$ cat src/rtl/core/lrs_pkg.sv
`timescale 1ns / 1ps

package lrs_pkg;

    localparam int BYTE_W    = 8;
    localparam int SBITS_W   = 4;
    localparam int MOD_W     = 14;
    localparam int WANT_W    = 9;
    localparam int COEF_W    = 13;
    localparam int IDX_W     = 8;
    localparam int RES_W     = 20;
    localparam int FILL_W    = 5;
    localparam int CFG_IDX_W = 2;
    localparam int CFG_DAT_W = 14;

    localparam logic [SBITS_W-1:0] SAMPLE_BITS_WIDE  = 4'd13;
    localparam logic [SBITS_W-1:0] SAMPLE_BITS_RESET = 4'd12;
    localparam logic [MOD_W-1:0]   MODULUS_RESET     = 14'd3329;
    localparam logic [WANT_W-1:0]  WANTED_RESET      = 9'd256;
    localparam logic [FILL_W-1:0]  FILL_MAX          = 5'd12;

    typedef enum logic [CFG_IDX_W-1:0] {
        REG_SAMPLE_BITS  = 2'd0,
        REG_MODULUS      = 2'd1,
        REG_WANTED_COUNT = 2'd2
    } cfg_reg_t;

    typedef struct packed {
        logic [SBITS_W-1:0] sample_bits;
        logic [MOD_W-1:0]   modulus;
        logic [WANT_W-1:0]  wanted_count;
    } cfg_t;

endpackage

$ cat src/rtl/core/lrs_if.sv
`timescale 1ns / 1ps

interface lrs_byte_if;
    logic                       valid;
    logic                       ready;
    logic [lrs_pkg::BYTE_W-1:0] data_byte;
    logic                       new_buffer;
    logic                       new_poly;

    modport source (output valid, output data_byte, output new_buffer, output new_poly,
                    input ready);
    modport sink (input valid, input data_byte, input new_buffer, input new_poly,
                  output ready);
endinterface

interface lrs_coeff_if;
    logic                       valid;
    logic                       ready;
    logic [lrs_pkg::COEF_W-1:0] coefficient;
    logic [lrs_pkg::IDX_W-1:0]  coeff_index;
    logic                       last;

    modport source (output valid, output coefficient, output coeff_index, output last,
                    input ready);
    modport sink (input valid, input coefficient, input coeff_index, input last,
                  output ready);
endinterface

interface lrs_cfg_if;
    logic                          valid;
    logic                          ready;
    logic [lrs_pkg::CFG_IDX_W-1:0] addr;
    logic [lrs_pkg::CFG_DAT_W-1:0] wdata;

    modport source (output valid, output addr, output wdata, input ready);
    modport sink (input valid, input addr, input wdata, output ready);
endinterface

$ cat src/rtl/core/lrs_cfg_regs.sv
`timescale 1ns / 1ps

module lrs_cfg_regs (
    input  logic            clk,
    input  logic            rst_n,
    lrs_cfg_if.sink         cfg,
    output lrs_pkg::cfg_t   cfg_out
);
    import lrs_pkg::*;

    logic [SBITS_W-1:0] sample_bits_reg;
    logic [MOD_W-1:0]   modulus_reg;
    logic [WANT_W-1:0]  wanted_reg;

    assign cfg.ready = 1'b1;

    always_ff @(posedge clk or negedge rst_n)
    begin
        if (!rst_n)
        begin
            sample_bits_reg <= SAMPLE_BITS_RESET;
            modulus_reg     <= MODULUS_RESET;
            wanted_reg      <= WANTED_RESET;
        end
        else if (cfg.valid)
        begin
            unique case (cfg_reg_t'(cfg.addr))
                REG_SAMPLE_BITS:  sample_bits_reg <= cfg.wdata[SBITS_W-1:0];
                REG_MODULUS:      modulus_reg     <= cfg.wdata[MOD_W-1:0];
                REG_WANTED_COUNT: wanted_reg      <= cfg.wdata[WANT_W-1:0];
                default:
                begin
                end
            endcase
        end
    end

    assign cfg_out.sample_bits  = sample_bits_reg;
    assign cfg_out.modulus      = modulus_reg;
    assign cfg_out.wanted_count = wanted_reg;

endmodule

$ cat src/rtl/core/lrs_core.sv
`timescale 1ns / 1ps

module lrs_core #(
    parameter int MAX_COUNT = 256
) (
    input  logic          clk,
    input  logic          rst_n,
    input  lrs_pkg::cfg_t cfg,
    lrs_byte_if.sink      src,
    lrs_coeff_if.source   coeff
);
    import lrs_pkg::*;

    localparam int CNT_BITS = $clog2(MAX_COUNT + 1);
    localparam int CNT_W    = (CNT_BITS < WANT_W) ? CNT_BITS : WANT_W;

    // Input register.
    logic              in_vld_reg;
    logic [BYTE_W-1:0] byte_reg;
    logic              buf_mark_reg;
    logic              poly_mark_reg;

    // Sampler state.
    logic [RES_W-1:0]  res_reg;
    logic [RES_W-1:0]  res_next;
    logic [FILL_W-1:0] fill_reg;
    logic [FILL_W-1:0] fill_next;
    logic [CNT_W-1:0]  cnt_reg;
    logic [CNT_W-1:0]  cnt_next;

    // Result register.
    logic              out_vld_reg;
    logic [COEF_W-1:0] coef_reg;
    logic [IDX_W-1:0]  idx_reg;
    logic              last_reg;

    logic              advance;
    logic              wide;
    logic [CNT_W-1:0]  target;
    logic [CNT_W-1:0]  cnt0;
    logic [RES_W-1:0]  res0;
    logic [FILL_W-1:0] fill0;
    logic              done;
    logic [RES_W-1:0]  res1;
    logic [FILL_W-1:0] fill1;
    logic [FILL_W-1:0] width;
    logic              take;
    logic [COEF_W-1:0] cand;
    logic              emit;
    logic [CNT_W:0]    cnt_inc;

    assign advance = in_vld_reg && (!out_vld_reg || coeff.ready);
    assign src.ready = !in_vld_reg || advance;

    assign wide  = (cfg.sample_bits == SAMPLE_BITS_WIDE);
    assign width = wide ? FILL_W'(13) : FILL_W'(12);
    assign target = (32'(cfg.wanted_count) > MAX_COUNT) ? CNT_W'(MAX_COUNT)
                                                         : CNT_W'(cfg.wanted_count);

    always_comb
    begin
        cnt0  = poly_mark_reg ? '0 : cnt_reg;
        res0  = (poly_mark_reg || buf_mark_reg) ? '0 : res_reg;
        fill0 = (poly_mark_reg || buf_mark_reg) ? '0 : fill_reg;
        done  = (cnt0 >= target);
        res1  = res0 | (RES_W'(byte_reg) << fill0[3:0]);
        fill1 = fill0 + FILL_W'(8);
        take  = (fill1 >= width);
        cand  = wide ? res1[COEF_W-1:0] : {1'b0, res1[COEF_W-2:0]};
        emit  = !done && take && ({1'b0, cand} < cfg.modulus);
        cnt_inc = {1'b0, cnt0} + 1'b1;

        if (done)
        begin
            res_next  = res0;
            fill_next = fill0;
        end
        else if (take)
        begin
            res_next  = res1 >> width;
            fill_next = fill1 - width;
        end
        else
        begin
            res_next  = res1;
            fill_next = fill1;
        end
        cnt_next = emit ? cnt_inc[CNT_W-1:0] : cnt0;
    end

    always_ff @(posedge clk or negedge rst_n)
    begin
        if (!rst_n)
        begin
            in_vld_reg  <= 1'b0;
            out_vld_reg <= 1'b0;
            res_reg     <= '0;
            fill_reg    <= '0;
            cnt_reg     <= '0;
        end
        else
        begin
            if (src.valid && src.ready)
                in_vld_reg <= 1'b1;
            else if (advance)
                in_vld_reg <= 1'b0;

            if (advance)
            begin
                res_reg     <= res_next;
                fill_reg    <= fill_next;
                cnt_reg     <= cnt_next;
                out_vld_reg <= emit;
            end
            else if (coeff.ready)
                out_vld_reg <= 1'b0;
        end
    end

    always_ff @(posedge clk)
    begin
        if (src.valid && src.ready)
        begin
            byte_reg      <= src.data_byte;
            buf_mark_reg  <= src.new_buffer;
            poly_mark_reg <= src.new_poly;
        end
        if (advance && emit)
        begin
            coef_reg <= cand;
            idx_reg  <= IDX_W'(32'(cnt0));
            last_reg <= (cnt_inc == {1'b0, target});
        end
    end

    assign coeff.valid       = out_vld_reg;
    assign coeff.coefficient = coef_reg;
    assign coeff.coeff_index = idx_reg;
    assign coeff.last        = last_reg;

    // The reservoir never holds more than twelve bits between requests.
    assert property (@(posedge clk) disable iff (!rst_n) fill_reg <= FILL_MAX)
        else $error("reservoir fill above limit");

    // A stalled result freezes the sampler state.
    assert property (@(posedge clk) disable iff (!rst_n)
        (out_vld_reg && !coeff.ready) |=> ($stable(cnt_reg) && $stable(fill_reg)))
        else $error("sampler state moved during output stall");

    // Every accepted candidate lands in the result register.
    assert property (@(posedge clk) disable iff (!rst_n)
        (advance && emit) |=> out_vld_reg)
        else $error("accepted candidate lost");

endmodule

$ cat src/rtl/core/lattice_rejection_sampler_top.sv
`timescale 1ns / 1ps
// An accepted byte is held in the input register; a coefficient it yields then goes to the result register.
// Throughput: one byte per cycle while the coefficient channel is not stalled, at most one coefficient per byte.
// The input register and the result register decouple the two channels.
// Reset clears the reservoir, the fill, the coefficient count and all valid flags,
// and loads the configuration registers with 12 bits, 3329 and 256.
module lattice_rejection_sampler_top #(
    parameter int MAX_COUNT = 256
) (
    input  logic        clk,
    input  logic        rst_n,
    lrs_cfg_if.sink     cfg,
    lrs_byte_if.sink    src,
    lrs_coeff_if.source coeff
);
    import lrs_pkg::*;

    cfg_t cfg_val;

    lrs_cfg_regs u_cfg_regs (
        .clk     (clk),
        .rst_n   (rst_n),
        .cfg     (cfg),
        .cfg_out (cfg_val)
    );

    lrs_core #(
        .MAX_COUNT (MAX_COUNT)
    ) u_core (
        .clk   (clk),
        .rst_n (rst_n),
        .cfg   (cfg_val),
        .src   (src),
        .coeff (coeff)
    );

endmodule
$ cat src/flat_wrapper.sv
// flat-port wrapper written by rule: the top's interface ports become plain ports
module lattice_rejection_sampler_top_flat import lrs_pkg::*;
#(
    parameter int MAX_COUNT = 256
)
  (clk, rst_n, cfg_valid, cfg_addr, cfg_wdata, cfg_ready, src_valid, src_data_byte, src_new_buffer, src_new_poly, src_ready, coeff_valid, coeff_coefficient, coeff_coeff_index, coeff_last, coeff_ready);
  lrs_cfg_if cfg_i ();
  lrs_byte_if src_i ();
  lrs_coeff_if coeff_i ();
  input  logic clk;
  input  logic rst_n;
  input wire logic [$bits(cfg_i.valid)-1:0] cfg_valid;
  input wire logic [$bits(cfg_i.addr)-1:0] cfg_addr;
  input wire logic [$bits(cfg_i.wdata)-1:0] cfg_wdata;
  output wire logic [$bits(cfg_i.ready)-1:0] cfg_ready;
  input wire logic [$bits(src_i.valid)-1:0] src_valid;
  input wire logic [$bits(src_i.data_byte)-1:0] src_data_byte;
  input wire logic [$bits(src_i.new_buffer)-1:0] src_new_buffer;
  input wire logic [$bits(src_i.new_poly)-1:0] src_new_poly;
  output wire logic [$bits(src_i.ready)-1:0] src_ready;
  output wire logic [$bits(coeff_i.valid)-1:0] coeff_valid;
  output wire logic [$bits(coeff_i.coefficient)-1:0] coeff_coefficient;
  output wire logic [$bits(coeff_i.coeff_index)-1:0] coeff_coeff_index;
  output wire logic [$bits(coeff_i.last)-1:0] coeff_last;
  input wire logic [$bits(coeff_i.ready)-1:0] coeff_ready;
  assign cfg_i.valid = cfg_valid;
  assign cfg_i.addr = cfg_addr;
  assign cfg_i.wdata = cfg_wdata;
  assign cfg_ready = cfg_i.ready;
  assign src_i.valid = src_valid;
  assign src_i.data_byte = src_data_byte;
  assign src_i.new_buffer = src_new_buffer;
  assign src_i.new_poly = src_new_poly;
  assign src_ready = src_i.ready;
  assign coeff_valid = coeff_i.valid;
  assign coeff_coefficient = coeff_i.coefficient;
  assign coeff_coeff_index = coeff_i.coeff_index;
  assign coeff_last = coeff_i.last;
  assign coeff_i.ready = coeff_ready;
  lattice_rejection_sampler_top #(.MAX_COUNT(MAX_COUNT)) u_core (.clk(clk), .rst_n(rst_n), .cfg(cfg_i), .src(src_i), .coeff(coeff_i));
endmodule
$ cat config.mk
export PLATFORM = sky130hd
export DESIGN_NAME = lattice_rejection_sampler_top_flat
export DESIGN_NICKNAME = d
export VERILOG_FILES = /design/src/rtl/core/lrs_pkg.sv /design/src/rtl/core/lrs_if.sv /design/src/rtl/core/lrs_cfg_regs.sv /design/src/rtl/core/lrs_core.sv /design/src/rtl/core/lattice_rejection_sampler_top.sv /design/src/flat_wrapper.sv
export SDC_FILE = /design/constraint.sdc
export NUM_CORES = 1
export LEC_CHECK = 0
export BUFFER_PORTS_ARGS = -buffer_cell sky130_fd_sc_hd__buf_2
export CORE_MARGIN = 2
export CORE_UTILIZATION = 64
export CTS_CLUSTER_DIAMETER = 200
export DETAILED_ROUTE_END_ITERATION = 10
export GPL_TIMING_DRIVEN = 0
export PLACE_DENSITY_LB_ADDON = 0.12
export SYNTH_ARGS = -nofsm -noshare
export SYNTH_HDL_FRONTEND = slang
export SYNTH_HIERARCHICAL = 1
export SYNTH_SLANG_ARGS = --single-unit
export TNS_END_PERCENT = 50
$ cat constraint.sdc
create_clock -name clk -period 8.7 [get_ports clk]
set_input_delay 0.87 -clock clk [delete_from_list [all_inputs] [get_ports clk]]
set_output_delay 0.87 -clock clk [all_outputs]
set_load 0.005 [all_outputs]
==> summary.txt, run 1 <==
Worst setup path
  • R2r worst-path depth: 13
  • CP Class: reg -> reg
  • Worst Setup SP: u_core/u_core/poly_mark_reg$_DFFE_PP_
  • Worst r2r src: u_core/u_core/poly_mark_reg$_DFFE_PP_
  • R2R Path End: u_core/u_core/coeff.coefficient[11]$_DFFE_PP_
  • Flop-to-flop setup slack: around 3.9 ns
  • Worst-path fanout max: 28
  • Startpoint Class: flop
  • Worst EP required: ~8.7 ns
  • Critical path destination: u_core/u_core/coeff.coefficient[11]$_DFFE_PP_
  • Worst path arrival time: about 4.8 ns
  • Crit. End Element: flop

Logic synthesis
  • Synth warn: 6
  • Largest family of logic cells by synthesized area: simple AND/OR/NAND/NOR gates
  • Sequential area share after synthesis: a little under half
  • Post-Synth XOR/XNOR Area: 2.398%
  • Number of synthesized flops with an enable pin: 32
  • Compound-gate portion of the synthesized area: 16.01%
  • Top cell type's share of synthesized area: between 20% and 30%
  • Library cells used by synthesis: 80
  • Fraction of registers with async set/reset: approximately two thirds
  • Cell taking the most area after synthesis: dfrtp_1
  • Synth Instances: 512
  • Mux contribution to synthesized area: under 10%
  • Syn_nets: ~570
  • Cell Area, Synth: approximately 5500 µm²
  • Simple-gate share of the synthesized area: 17.47%
  • Synth area leaders: dfrtp_1, edfxtp_1, ha_1
  • Post-Synth Adder-Cell Area: ~5.7%
  • Synthesized area per cell: between 10 and 15 µm²
  • Flops & latches, synth: 95
  • Most used DFF post-synth: dfrtp_1

Routing
  • Vias: 4493
  • Vias per cell: 6.540
  • Pre-antenna DRT Iters: 6
  • Wire per inst: around 21 µm
  • Post-DRT Antenna Nets: 0
  • DRC marker count from the first detailed-route iteration: 378
  • DRC viols: 0
  • Final WL: 14300 µm

Min path
  • HP Start: u_core/u_core/res_reg[3]$_DFFE_PN0P_
  • Hold/Removal Path Class: reg -> reg

Timing
  • Slew HR: a little under half
  • Slew at the pin closest to its max-slew limit: about 0.81 ns
  • RSZ-0062 raised after global routing: no
  • Setup violations, final: 0
  • Fmax: approximately 0.21 GHz
  • Final hold violations: 0
  • Final WS setup: 3.893 ns
  • Tmin final: around 4.8 ns
  • Pins Over Slew Limit: 0
  • Setup TNS: 0 ns
  • Final Cycle Share: 55.26%
  • Clock skew: 0.01447 ns

Place
  • Pre-CTS WS: between 4 and 5 ns
  • Placer Congestion: ~0.93
  • Post-DP HPWL: between 10000 and 15000 µm
  • I/O Buffers: 54

Floorplan
  • Die X: ~97 µm
  • Die height: 96.52 µm
  • Initial Util: around 66%
  • # IOs: 56
  • Die area: a little over 9000 µm²
  • Core Rows: 33
  • Core ar.: around 8300 µm²

Global routing
  • Gr usage total: between 30% and 40%
  • First-pass GRT wire length: roughly 22000 µm
  • Initial antenna violation count: 0
  • Pin count of the biggest net entering global routing: 64
  • Grt ovf: 0
  • Vias in the first global route: between 4000 and 5000

Flow run
  • Max Cap Viol: 0

CTS
  • Inserted Clock Buffers: 9
  • Clk Latency, worst-skew pair: approximately 0.37 ns
  • Reg clk slew, reported paths: 0.09 ns
  • Postcts setup bufs: 0
  • Root Buffer: clkbuf_8
  • Clock sink count: 95
  • CTS tree: done
  • Max clock buf depth: 2
  • # hold bufs at CTS: 0
  • # resized after CTS: 0
  • CTS H-tree lvls: 3

Outcome
  • Outcome: completed

Final layout
  • Layout overhead on the synthesized area: 10.80%
  • N_diodes: 0
  • Max reg flops: 20
  • Share of cells above drive strength 1: between 20% and 30%
  • Commonest non-fill, non-tap cell in the layout: buf_2
  • Nets@finish: 633
  • # fillers: 588
  • Multi-input logic area: roughly 2700 µm²
  • Register area: approximately 2500 µm²
  • Commonest cells after routing, fill and taps aside: buf_2, dfrtp_1, nand2_1

Power
  • Pwr Density: ~240 nW/µm²
  • VDD IR-drop max: around 150 µV
  • Cell leakage power: around 2.6 nW
[area by class of cell]
type	instances	area share, %
tap	105	2.165
clock buffer	11	2.515
clock inverter	5	0.5772
timing repair buffer	54	4.494
multi-input combinational	371	44.94
inverter	26	1.608
buffer	20	1.752
sequential	95	41.95
[routing by layer]
metal | part of all wire, % | track usage [%] | up-vias
met2 | 46 | 49.71 | 264
li1 | - | - | 2034
met3 | 9.9 | 8.922 | 42
met4 | 2.3 | 10.80 | 0
met1 | 41 | 44.08 | 2153
met5 | 0 | 0 | -
[worst min path at each step]
stage	depth (start not counted)	slack, ns	end
3_5_place_dp	1	0.48	u_core/u_core/res_reg[3]$_DFFE_PN0P_
6_report	1	0.49	u_core/u_core/res_reg[3]$_DFFE_PN0P_
5_1_grt	1	0.52	u_core/u_core/res_reg[3]$_DFFE_PN0P_
4_1_cts	1	0.50	u_core/u_core/res_reg[3]$_DFFE_PN0P_
3_3_place_gp	2	0.47	u_core/u_core/res_reg[12]$_DFFE_PN0P_
2_1_floorplan	2	0.45	u_core/u_core/fill_reg[4]$_DFFE_PN0P_
[cells by family after synthesis]
group                      Yosys count
and+or+nand+nor                    174
AOI/OAI and AO/OA                  119
DFF                                 95
buffers and inverters               46
muxes                               37
adders and majority gates           25
xor gates and xnor gates            15
other                                1
[power by group]
group,leakage (nW),internal (W),switching [W]
clock network,0.100,0.000124,0.000162
logic,1.42,0.000207,0.000322
registers,1.09,0.000564,0.0000631
total,2.61,0.000894,0.000547
[metrics by stage]
| step | power, W | cell area (µm²) | hold WS [ns] | util [%] | cells |
|---|---|---|---|---|---|
| floorplan | 0.0009806 | 5478 | 0.4497 | - | 512 |
| global placement | 0.001126 | 5879 | 0.4681 | 71.20 | 671 |
| detailed placement | 0.001146 | 5882 | 0.4756 | 71.23 | 671 |
| CTS | 0.001431 | 6070 | 0.4969 | 73.50 | 687 |
| global route | 0.001522 | 6070 | 0.5176 | 73.50 | 687 |
| finish | 0.001441 | 6070 | 0.4933 | 73.50 | 687 |
[synthesized netlist by cell type (3+ instances only)]
library cell / instances
dfrtp_1: 56
nand2_1: 43
nor2_1: 41
edfxtp_1: 32
ha_1: 25
inv_1: 23
mux2_2: 20
nor3_1: 17
o21ai_0: 16
a21oi_1: 14
a22oi_1: 11
clkbuf_1: 11
nor2b_1: 11
mux2_4: 10
nand3_1: 10
xnor2_1: 10
a22o_1: 8
a221o_1: 7
dfstp_2: 7
mux2i_1: 7
nand2b_1: 7
o31ai_1: 7
nand4_1: 6
a21o_1: 5
o22ai_1: 5
o2bb2ai_1: 5
or2_2: 5
xor2_1: 5
and2_1: 4
buf_2: 4
o211ai_1: 4
o21ai_1: 4
o221ai_1: 4
or3_1: 4
a211oi_1: 3
a221oi_1: 3
and3_1: 3
[critical path, cell delays in order (launching register included)]
cell	delay (ns)
edfxtp_1	0.58
nor3b_2	0.51
inv_1	0.26
a21oi_1	0.56
a22oi_1	0.15
o211ai_1	0.22
ha_1	0.33
a211oi_1	0.21
nor2_1	0.07
o221ai_1	0.22
nand4_1	0.24
nor3_4	0.47
nand2_1	0.14
inv_2	0.49
(Power assumes the default switching activity.)
==> run 2, diff against run 1 <==
--- a/config.mk
+++ b/config.mk
@@ -5,9 +5,10 @@
 export SDC_FILE = /design/constraint.sdc
 export NUM_CORES = 1
 export LEC_CHECK = 0
+export ABC_AREA = 1
 export BUFFER_PORTS_ARGS = -buffer_cell sky130_fd_sc_hd__buf_2
 export CORE_MARGIN = 2
-export CORE_UTILIZATION = 64
+export CORE_UTILIZATION = 54
 export CTS_CLUSTER_DIAMETER = 200
 export DETAILED_ROUTE_END_ITERATION = 10
 export GPL_TIMING_DRIVEN = 0
==> constraint.sdc (replaced) <==
create_clock -name clk -period 3.9 [get_ports clk]
set_input_delay 0.39 -clock clk [delete_from_list [all_inputs] [get_ports clk]]
set_output_delay 0.39 -clock clk [all_outputs]
set_load 0.005 [all_outputs]
==> run 2 against run 1 <==
Worst setup slack worse by 3.7 ns. Synthesized cell count rose by 38%. Clock power increased by 140%.
==> summary.txt, run 2 <==
Final layout
  • Layout overhead on the synthesized area: 12.92%
  • Commonest non-fill, non-tap cell in the layout: nand2_1
  • Nets@finish: ~830
  • Fin util: between 60% and 70%
  • Max reg flops: 20
  • Finished Cell Area: about 6400 µm²
  • Commonest cells after routing, fill and taps aside: nand2_1, nand3_1, inv_1
  • Share of cells above drive strength 1: between 10% and 20%
  • N_diodes: 0

Worst setup path
  • CP Class: reg -> reg
  • Worst EP required: around 4 ns
  • Crit path max-delay family: simple AND/OR/NAND/NOR gates
  • CP peak stage delay: a little over 0.5 ns
  • R2R Path End: u_core/u_core/coeff.coefficient[8]$_DFFE_PP_
  • Worst r2r src: u_core/u_core/poly_mark_reg$_DFFE_PP_
  • CP most frequent cell: nor2_4
  • CP max stage cell: edfxtp_1
  • Startpoint Class: flop
  • WP depth: 15
  • CP Cell Sequence: nor2_4 > nand2_4 > buf_6 > nand2_1 > o21ai_1 > o211ai_1 > nand3_1 > a21oi_2 > ha_1 > a21oi_1 > o22ai_1 > nor3_4 > nand2_2 > nor2_4 > buf_12
  • Worst path arrival time: between 3 and 4 ns
  • Flop-to-flop setup slack: about 0.22 ns
  • CP bufs+invs: 2
  • Crit. End Element: flop
  • R2r worst-path depth: 15
  • Worst Setup SP: u_core/u_core/poly_mark_reg$_DFFE_PP_
  • Worst-path fanout max: 10
  • Critical path destination: u_core/u_core/coeff.coefficient[8]$_DFFE_PP_

Routing
  • Vias: roughly 5000
  • DRC marker count from the first detailed-route iteration: 302
  • Pre-antenna DRT Iters: 4
  • Post-DRT Antenna Nets: 0
  • Wire per inst: 15.45 µm
  • Final WL: about 14000 µm
  • Vias per cell: 5.471
  • DRC viols: 0

Timing
  • Setup TNS: 0 ns
  • RSZ-0062 raised after global routing: no
  • Pins Over Slew Limit: 0
  • Fmax: ~0.27 GHz
  • Setup violations, final: 0
  • Final hold violations: 0
  • Slew HR: between 40 and 50%
  • Clock skew: around 0.013 ns
  • Final Cycle Share: about 94%
  • Tmin final: between 3 and 4 ns
  • Slew at the pin closest to its max-slew limit: between 0.8 and 0.9 ns

Logic synthesis
  • Synth area leaders: dfrtp_1, edfxtp_1, nand2_1
  • Syn_nets: 765
  • Synth warn: 6
  • Most frequent cell after synthesis: nand2_1
  • Top cell type's share of synthesized area: between 20% and 30%
  • Cell Area, Synth: ~5700 µm²
  • Synth Instances: roughly 710
  • Library cells used by synthesis: 48
  • Synth top cells by count: nand2_1, nand3_1, inv_1
  • Most used DFF post-synth: dfrtp_1
  • Synthesized area per cell: 8.030 µm²
  • Flops & latches, synth: 95
  • Sequential area share after synthesis: roughly 45%
  • Number of synthesized flops with an enable pin: 32
  • Cell taking the most area after synthesis: dfrtp_1
  • Fraction of registers with async set/reset: roughly 66%

Min path
  • Hold/Removal Path Class: in -> async

Global routing
  • First-pass GRT wire length: roughly 24000 µm
  • Pin count of the biggest net entering global routing: 64
  • Grt ovf: 0
  • Initial antenna violation count: 0
  • Gr usage total: 26.66%
  • Vias in the first global route: between 4000 and 5000

CTS
  • Root Buffer: clkbuf_8
  • Reg clk slew, reported paths: around 0.1 ns
  • Max clock buf depth: 2
  • Clock sink count: between 90 and 100
  • Clk Latency, worst-skew pair: between 0.3 and 0.4 ns
  • CTS tree: done
  • # hold bufs at CTS: 0
  • CTS H-tree lvls: 3
  • Inserted Clock Buffers: 9

Power
  • Power Total: approximately 0.0035 W
  • Cell leakage power: 3.175 nW
  • Pwr Density: around 540 nW/µm²
  • VDD IR-drop max: ~310 µV

Place
  • Post-DP HPWL: approximately 11000 µm
  • Placer Congestion: a little over 0.9
  • Placed cell areas: 6133 µm²
  • I/O Buffers: 53

Floorplan
  • Core Rows: 37
  • # IOs: between 50 and 60
  • Initial Util: between 50% and 60%
  • Core ar.: ~10000 µm²
  • Die X: 106.7 µm
  • Die height: between 100 and 150 µm
  • Die area: around 11000 µm²

Flow run
  • Max Cap Viol: 0

Outcome
  • Outcome: completed
-- run 2: cell count changes after synthesis, sizes merged, moves of 9 or more --
cell    change
inv        +46
nand3      +66
nor2b      -12
a21oi      +12
o211ai      +9
o21ai      +13
a22oi      -11
nor3       -15
mux2       -30
nand4      +24
nand2     +184
-- run 2: logic make-up after synthesis --
logic type      count (synthesis)  share of synthesized area, %
compound gates                 84                         8.550
fa+ha+maj                      25                         5.495
xor+xnor                       16                         2.461
flops                          95                         44.73
buf+inv                       101                         7.714
other cells                     1                       0.06587
simple gates                  387                         30.99
-- run 2: repair_timing --
item / in CTS / in global routing
setup endpoints to repair: 23 / 23
setup buffers: 3 / 1
gates cloned: 1 / 0
resized for setup: 3 / 1
pin swaps: 2 / 3
-- run 2: routing by layer --
layer | global-route usage [%] | vias to the layer above | share of wire, %
met2 | 38.67 | 165 | 43
met1 | 40.16 | 2335 | 49
li1 | - | 2508 | -
met5 | 0 | - | 0
met4 | 10.11 | 0 | 2.0
met3 | 4.316 | 20 | 6.3
-- run 2: cell type report --
class                           instances  area, µm²
Clock buffer                           11      173.9
Multi-Input combinational cell        514       2730
Tap cell                              136      170.2
Fill cell                             973       3849
Inverter                               72      270.3
Timing Repair Buffer                   57      322.8
Buffer                                 29      168.9
Sequential cell                        95       2546
Clock inverter                          5      46.29
-- run 2: how the worst min path moves through the flow --
stage,slack [ns],depth (start not counted),to,from
final,0.09,1,u_core/u_core/cnt_reg[7]$_DFFE_PN0P_,rst_n
after global routing,0.15,1,u_core/u_core/cnt_reg[6]$_DFFE_PN0P_,rst_n
after CTS,0.12,1,u_core/u_core/cnt_reg[7]$_DFFE_PN0P_,rst_n
after detailed placement,0.46,2,u_core/u_cfg_regs/modulus_reg[11]$_DFFE_PN1P_,u_core/u_cfg_regs/modulus_reg[11]$_DFFE_PN1P_
after global placement,0.45,2,u_core/u_cfg_regs/sample_bits_reg[2]$_DFFE_PN1P_,u_core/u_cfg_regs/sample_bits_reg[2]$_DFFE_PN1P_
after floorplan,0.09,0,u_core/u_cfg_regs/modulus_reg[12]$_DFFE_PN0P_,rst_n
-- run 2: report_power, final --
part | switching, W | total [W] | leakage, nW | internal, W
logic | 0.000889 | 0.00137 | 1.96 | 0.000482
registers | 0.000113 | 0.00139 | 1.10 | 0.00128
clock network | 0.000374 | 0.000698 | 0.114 | 0.000323
-- run 2: metrics by stage --
step	cells	hold WS, ns	setup slack [ns]
finish	919	0.09348	0.2241
global route	919	0.1484	0.02560
CTS	918	0.1184	0.04051
detailed placement	898	0.4568	-0.6569
global placement	898	0.4503	-0.6825
floorplan	709	0.09441	0.3602
-- run 2: worst reg2reg max path, cell delays in order (launching register included) --
cell,delay (ns)
edfxtp_1,0.51
nor2_4,0.31
nand2_4,0.12
buf_6,0.16
nand2_1,0.05
o21ai_1,0.11
o211ai_1,0.31
nand3_1,0.21
a21oi_2,0.31
ha_1,0.31
a21oi_1,0.16
o22ai_1,0.16
nor3_4,0.21
nand2_2,0.14
nor2_4,0.16
buf_12,0.16
==> run 3, diff against run 2 <==
--- a/config.mk
+++ b/config.mk
@@ -5,7 +5,6 @@
 export SDC_FILE = /design/constraint.sdc
 export NUM_CORES = 1
 export LEC_CHECK = 0
-export ABC_AREA = 1
 export BUFFER_PORTS_ARGS = -buffer_cell sky130_fd_sc_hd__buf_2
 export CORE_MARGIN = 2
 export CORE_UTILIZATION = 54
==> run 3 against run 2 <==
Sequential cell count unchanged. Die area shrank 3.6%. Utilization grew 2.9 points. Clock skew rose by 0.0043 ns. Critical endpoint is now u_core/u_core/cnt_reg[7]$_DFFE_PN0P_. Highest routed layer unchanged.
==> summary.txt, run 3 (synthesis results as in run 1) <==
Outcome
  • Outcome: completed

Global routing
  • Initial antenna violation count: 0
  • Grt ovf: 0
  • Vias in the first global route: approximately 4300
  • First-pass GRT wire length: around 23000 µm
  • Gr usage total: between 20% and 30%
  • Pin count of the biggest net entering global routing: 64

Worst setup path
  • R2R Path End: u_core/u_core/cnt_reg[7]$_DFFE_PN0P_
  • CP Cell Sequence: buf_4 > buf_2 > or4b_1 > a21oi_2 > nor3_2 > a221oi_2 > nor2_2 > ha_1 > o21ai_0 > nor2_1 > o221ai_2 > nand4_1 > nor3_4 > buf_6 > o21ai_2 > a221o_1
  • CP bufs+invs: 3
  • R2r worst-path depth: 16
  • Worst path arrival time: 4.13 ns
  • WP depth: 16
  • CP Class: reg -> reg
  • Worst-path fanout max: 8
  • Startpoint Class: flop
  • Worst EP required: approximately 4.2 ns
  • Crit path max-delay family: simple AND/OR/NAND/NOR gates
  • Crit. End Element: flop
  • CP max stage cell: or4b_1
  • Worst Setup SP: u_core/u_core/buf_mark_reg$_DFFE_PP_
  • Flop-to-flop setup slack: 0.05 ns
  • CP peak stage delay: roughly 0.54 ns
  • Worst r2r src: u_core/u_core/buf_mark_reg$_DFFE_PP_

Final layout
  • Max reg flops: 20
  • Fin util: 65.48%
  • Share of cells above drive strength 1: slightly above 30%
  • Commonest non-fill, non-tap cell in the layout: dfrtp_1
  • N_diodes: 0
  • Layout overhead on the synthesized area: 17.38%
  • Finished Cell Area: 6430 µm²
  • Commonest cells after routing, fill and taps aside: dfrtp_1, buf_2, nand2_1
  • # fillers: 834
  • Nets@finish: between 600 and 700

Power
  • P_sw: between 0.001 and 0.0015 W
  • Cell leakage power: between 2 and 3 nW
  • Combinational power share: approximately two fifths
  • Pwr Density: roughly 520 nW/µm²
  • VDD IR-drop max: 311.8 µV
  • Pint: 0.002091 W
  • Clock power frac: approximately 20%
  • Flop pwr share: 41.6%
  • Switching part of the total: 37.81%

CTS
  • Inserted Clock Buffers: 9
  • Clock sink count: 95
  • Root Buffer: clkbuf_8
  • CTS tree: done
  • Max clock buf depth: 2
  • # hold bufs at CTS: 0
  • CTS H-tree lvls: 3
  • Clk Latency, worst-skew pair: around 0.38 ns
  • Reg clk slew, reported paths: about 0.10 ns

Min path
  • Hold/Removal Path Class: in -> async

Routing
  • DRC viols: 0
  • Vias: 4496
  • Wire per inst: 19.60 µm
  • Vias per cell: 6.159
  • Pre-antenna DRT Iters: 5
  • DRC marker count from the first detailed-route iteration: between 300 and 400
  • Post-DRT Antenna Nets: 0
  • Final WL: roughly 14000 µm

Timing
  • Slew at the pin closest to its max-slew limit: 0.8184 ns
  • Min Hold Slack: between 0.05 and 0.06 ns
  • Final hold violations: 0
  • Tmin final: slightly below 4 ns
  • Slew HR: 45.44%
  • Clock skew: 0.01716 ns
  • Final Cycle Share: a little over nine tenths
  • Setup violations, final: 0
  • Pins Over Slew Limit: 0
  • Fmax: 0.2594 GHz

Flow run
  • Max Cap Viol: 0

Floorplan
  • Core ar.: 9819 µm²
  • Initial Util: a little under three fifths
  • Die X: roughly 100 µm
  • Die area: 10970 µm²
  • Core Rows: 36
  • # IOs: between 50 and 60
  • Die height: ~100 µm

Place
  • Post-DP HPWL: a little under 10000 µm
  • Placer Congestion: slightly above 0.9
  • Placed cell areas: approximately 6000 µm²
  • I/O Buffers: 54
## run 3: per-stage QoR
step,std cells,total power [W],TNS [ns],worst slack [ns]
after floorplan,512,0.002188,0,0.1046
after global placement,699,0.002518,-24.38,-0.8567
after detailed placement,699,0.002543,-23.53,-0.8282
after CTS,717,0.003256,0,0.00006706
after global routing,730,0.003554,-2.587,-0.1278
final,730,0.003362,0,0.04531
## run 3: layout make-up
| cell class | instances | area, µm² | share of cell area [%] |
|---|---|---|---|
| multi-input cells | 371 | 2890 | 44.95 |
| flip-flops and latches | 95 | 2546 | 39.60 |
| repair buffers | 69 | 390.4 | 6.071 |
| well taps | 133 | 166.4 | 2.588 |
| plain buffers | 20 | 133.9 | 2.082 |
| clock buffers | 10 | 127.6 | 1.985 |
| inverters | 26 | 105.1 | 1.635 |
| clock inverters | 6 | 70.07 | 1.090 |
## run 3: how the worst max path moves through the flow
stage	endpoint	slack, ns
final	u_core/u_core/cnt_reg[7]$_DFFE_PN0P_	0.05
after global routing	u_core/u_core/cnt_reg[2]$_DFFE_PN0P_	-0.13
after CTS	u_core/u_core/cnt_reg[5]$_DFFE_PN0P_	0.00007
after detailed placement	u_core/u_core/coeff.coefficient[7]$_DFFE_PP_	-0.83
after global placement	u_core/u_core/coeff.coefficient[10]$_DFFE_PP_	-0.86
after floorplan	u_core/u_core/coeff.coeff_index[0]$_DFFE_PP_	0.10
## run 3: routing by layer
| metal | track usage, % | up-vias | part of all wire [%] | wire length (µm) |
|---|---|---|---|---|
| li1 | - | 2076 | - | - |
| met1 | 37.44 | 2173 | 43 | 6143 |
| met2 | 39.64 | 219 | 46 | 6598 |
| met3 | 7.923 | 28 | 8.9 | 1270 |
| met4 | 8.762 | 0 | 2.1 | 298 |
| met5 | 0 | - | 0 | 0 |
## run 3: power by group through the flow
stage	sequential, W	combinational [W]	clock, W
3_3_place_gp	0.00141	0.00111	0
6_report	0.00140	0.00130	0.000664
5_1_grt	0.00142	0.00141	0.000718
4_1_cts	0.00139	0.00118	0.000682
3_5_place_dp	0.00141	0.00113	0
2_1_floorplan	0.00137	0.000816	0
## run 3: worst register-to-register path, stage by stage, from the launching register on
cell and delay, ns:
edfxtp_1 0.42, buf_4 0.16, buf_2 0.15, or4b_1 0.54, a21oi_2 0.22, nor3_2 0.09, a221oi_2 0.30, nor2_2 0.10
ha_1 0.35, o21ai_0 0.09, nor2_1 0.08, o221ai_2 0.16, nand4_1 0.23, nor3_4 0.29, buf_6 0.19, o21ai_2 0.07
a221o_1 0.33
## run 3: timing repair
action / 4_1_cts / 5_1_grt
buffers inserted: 2 / 12
setup endpoints to repair: 32 / 31
resized for setup: 15 / 45
gates cloned: 0 / 1
pin swaps: 3 / 24
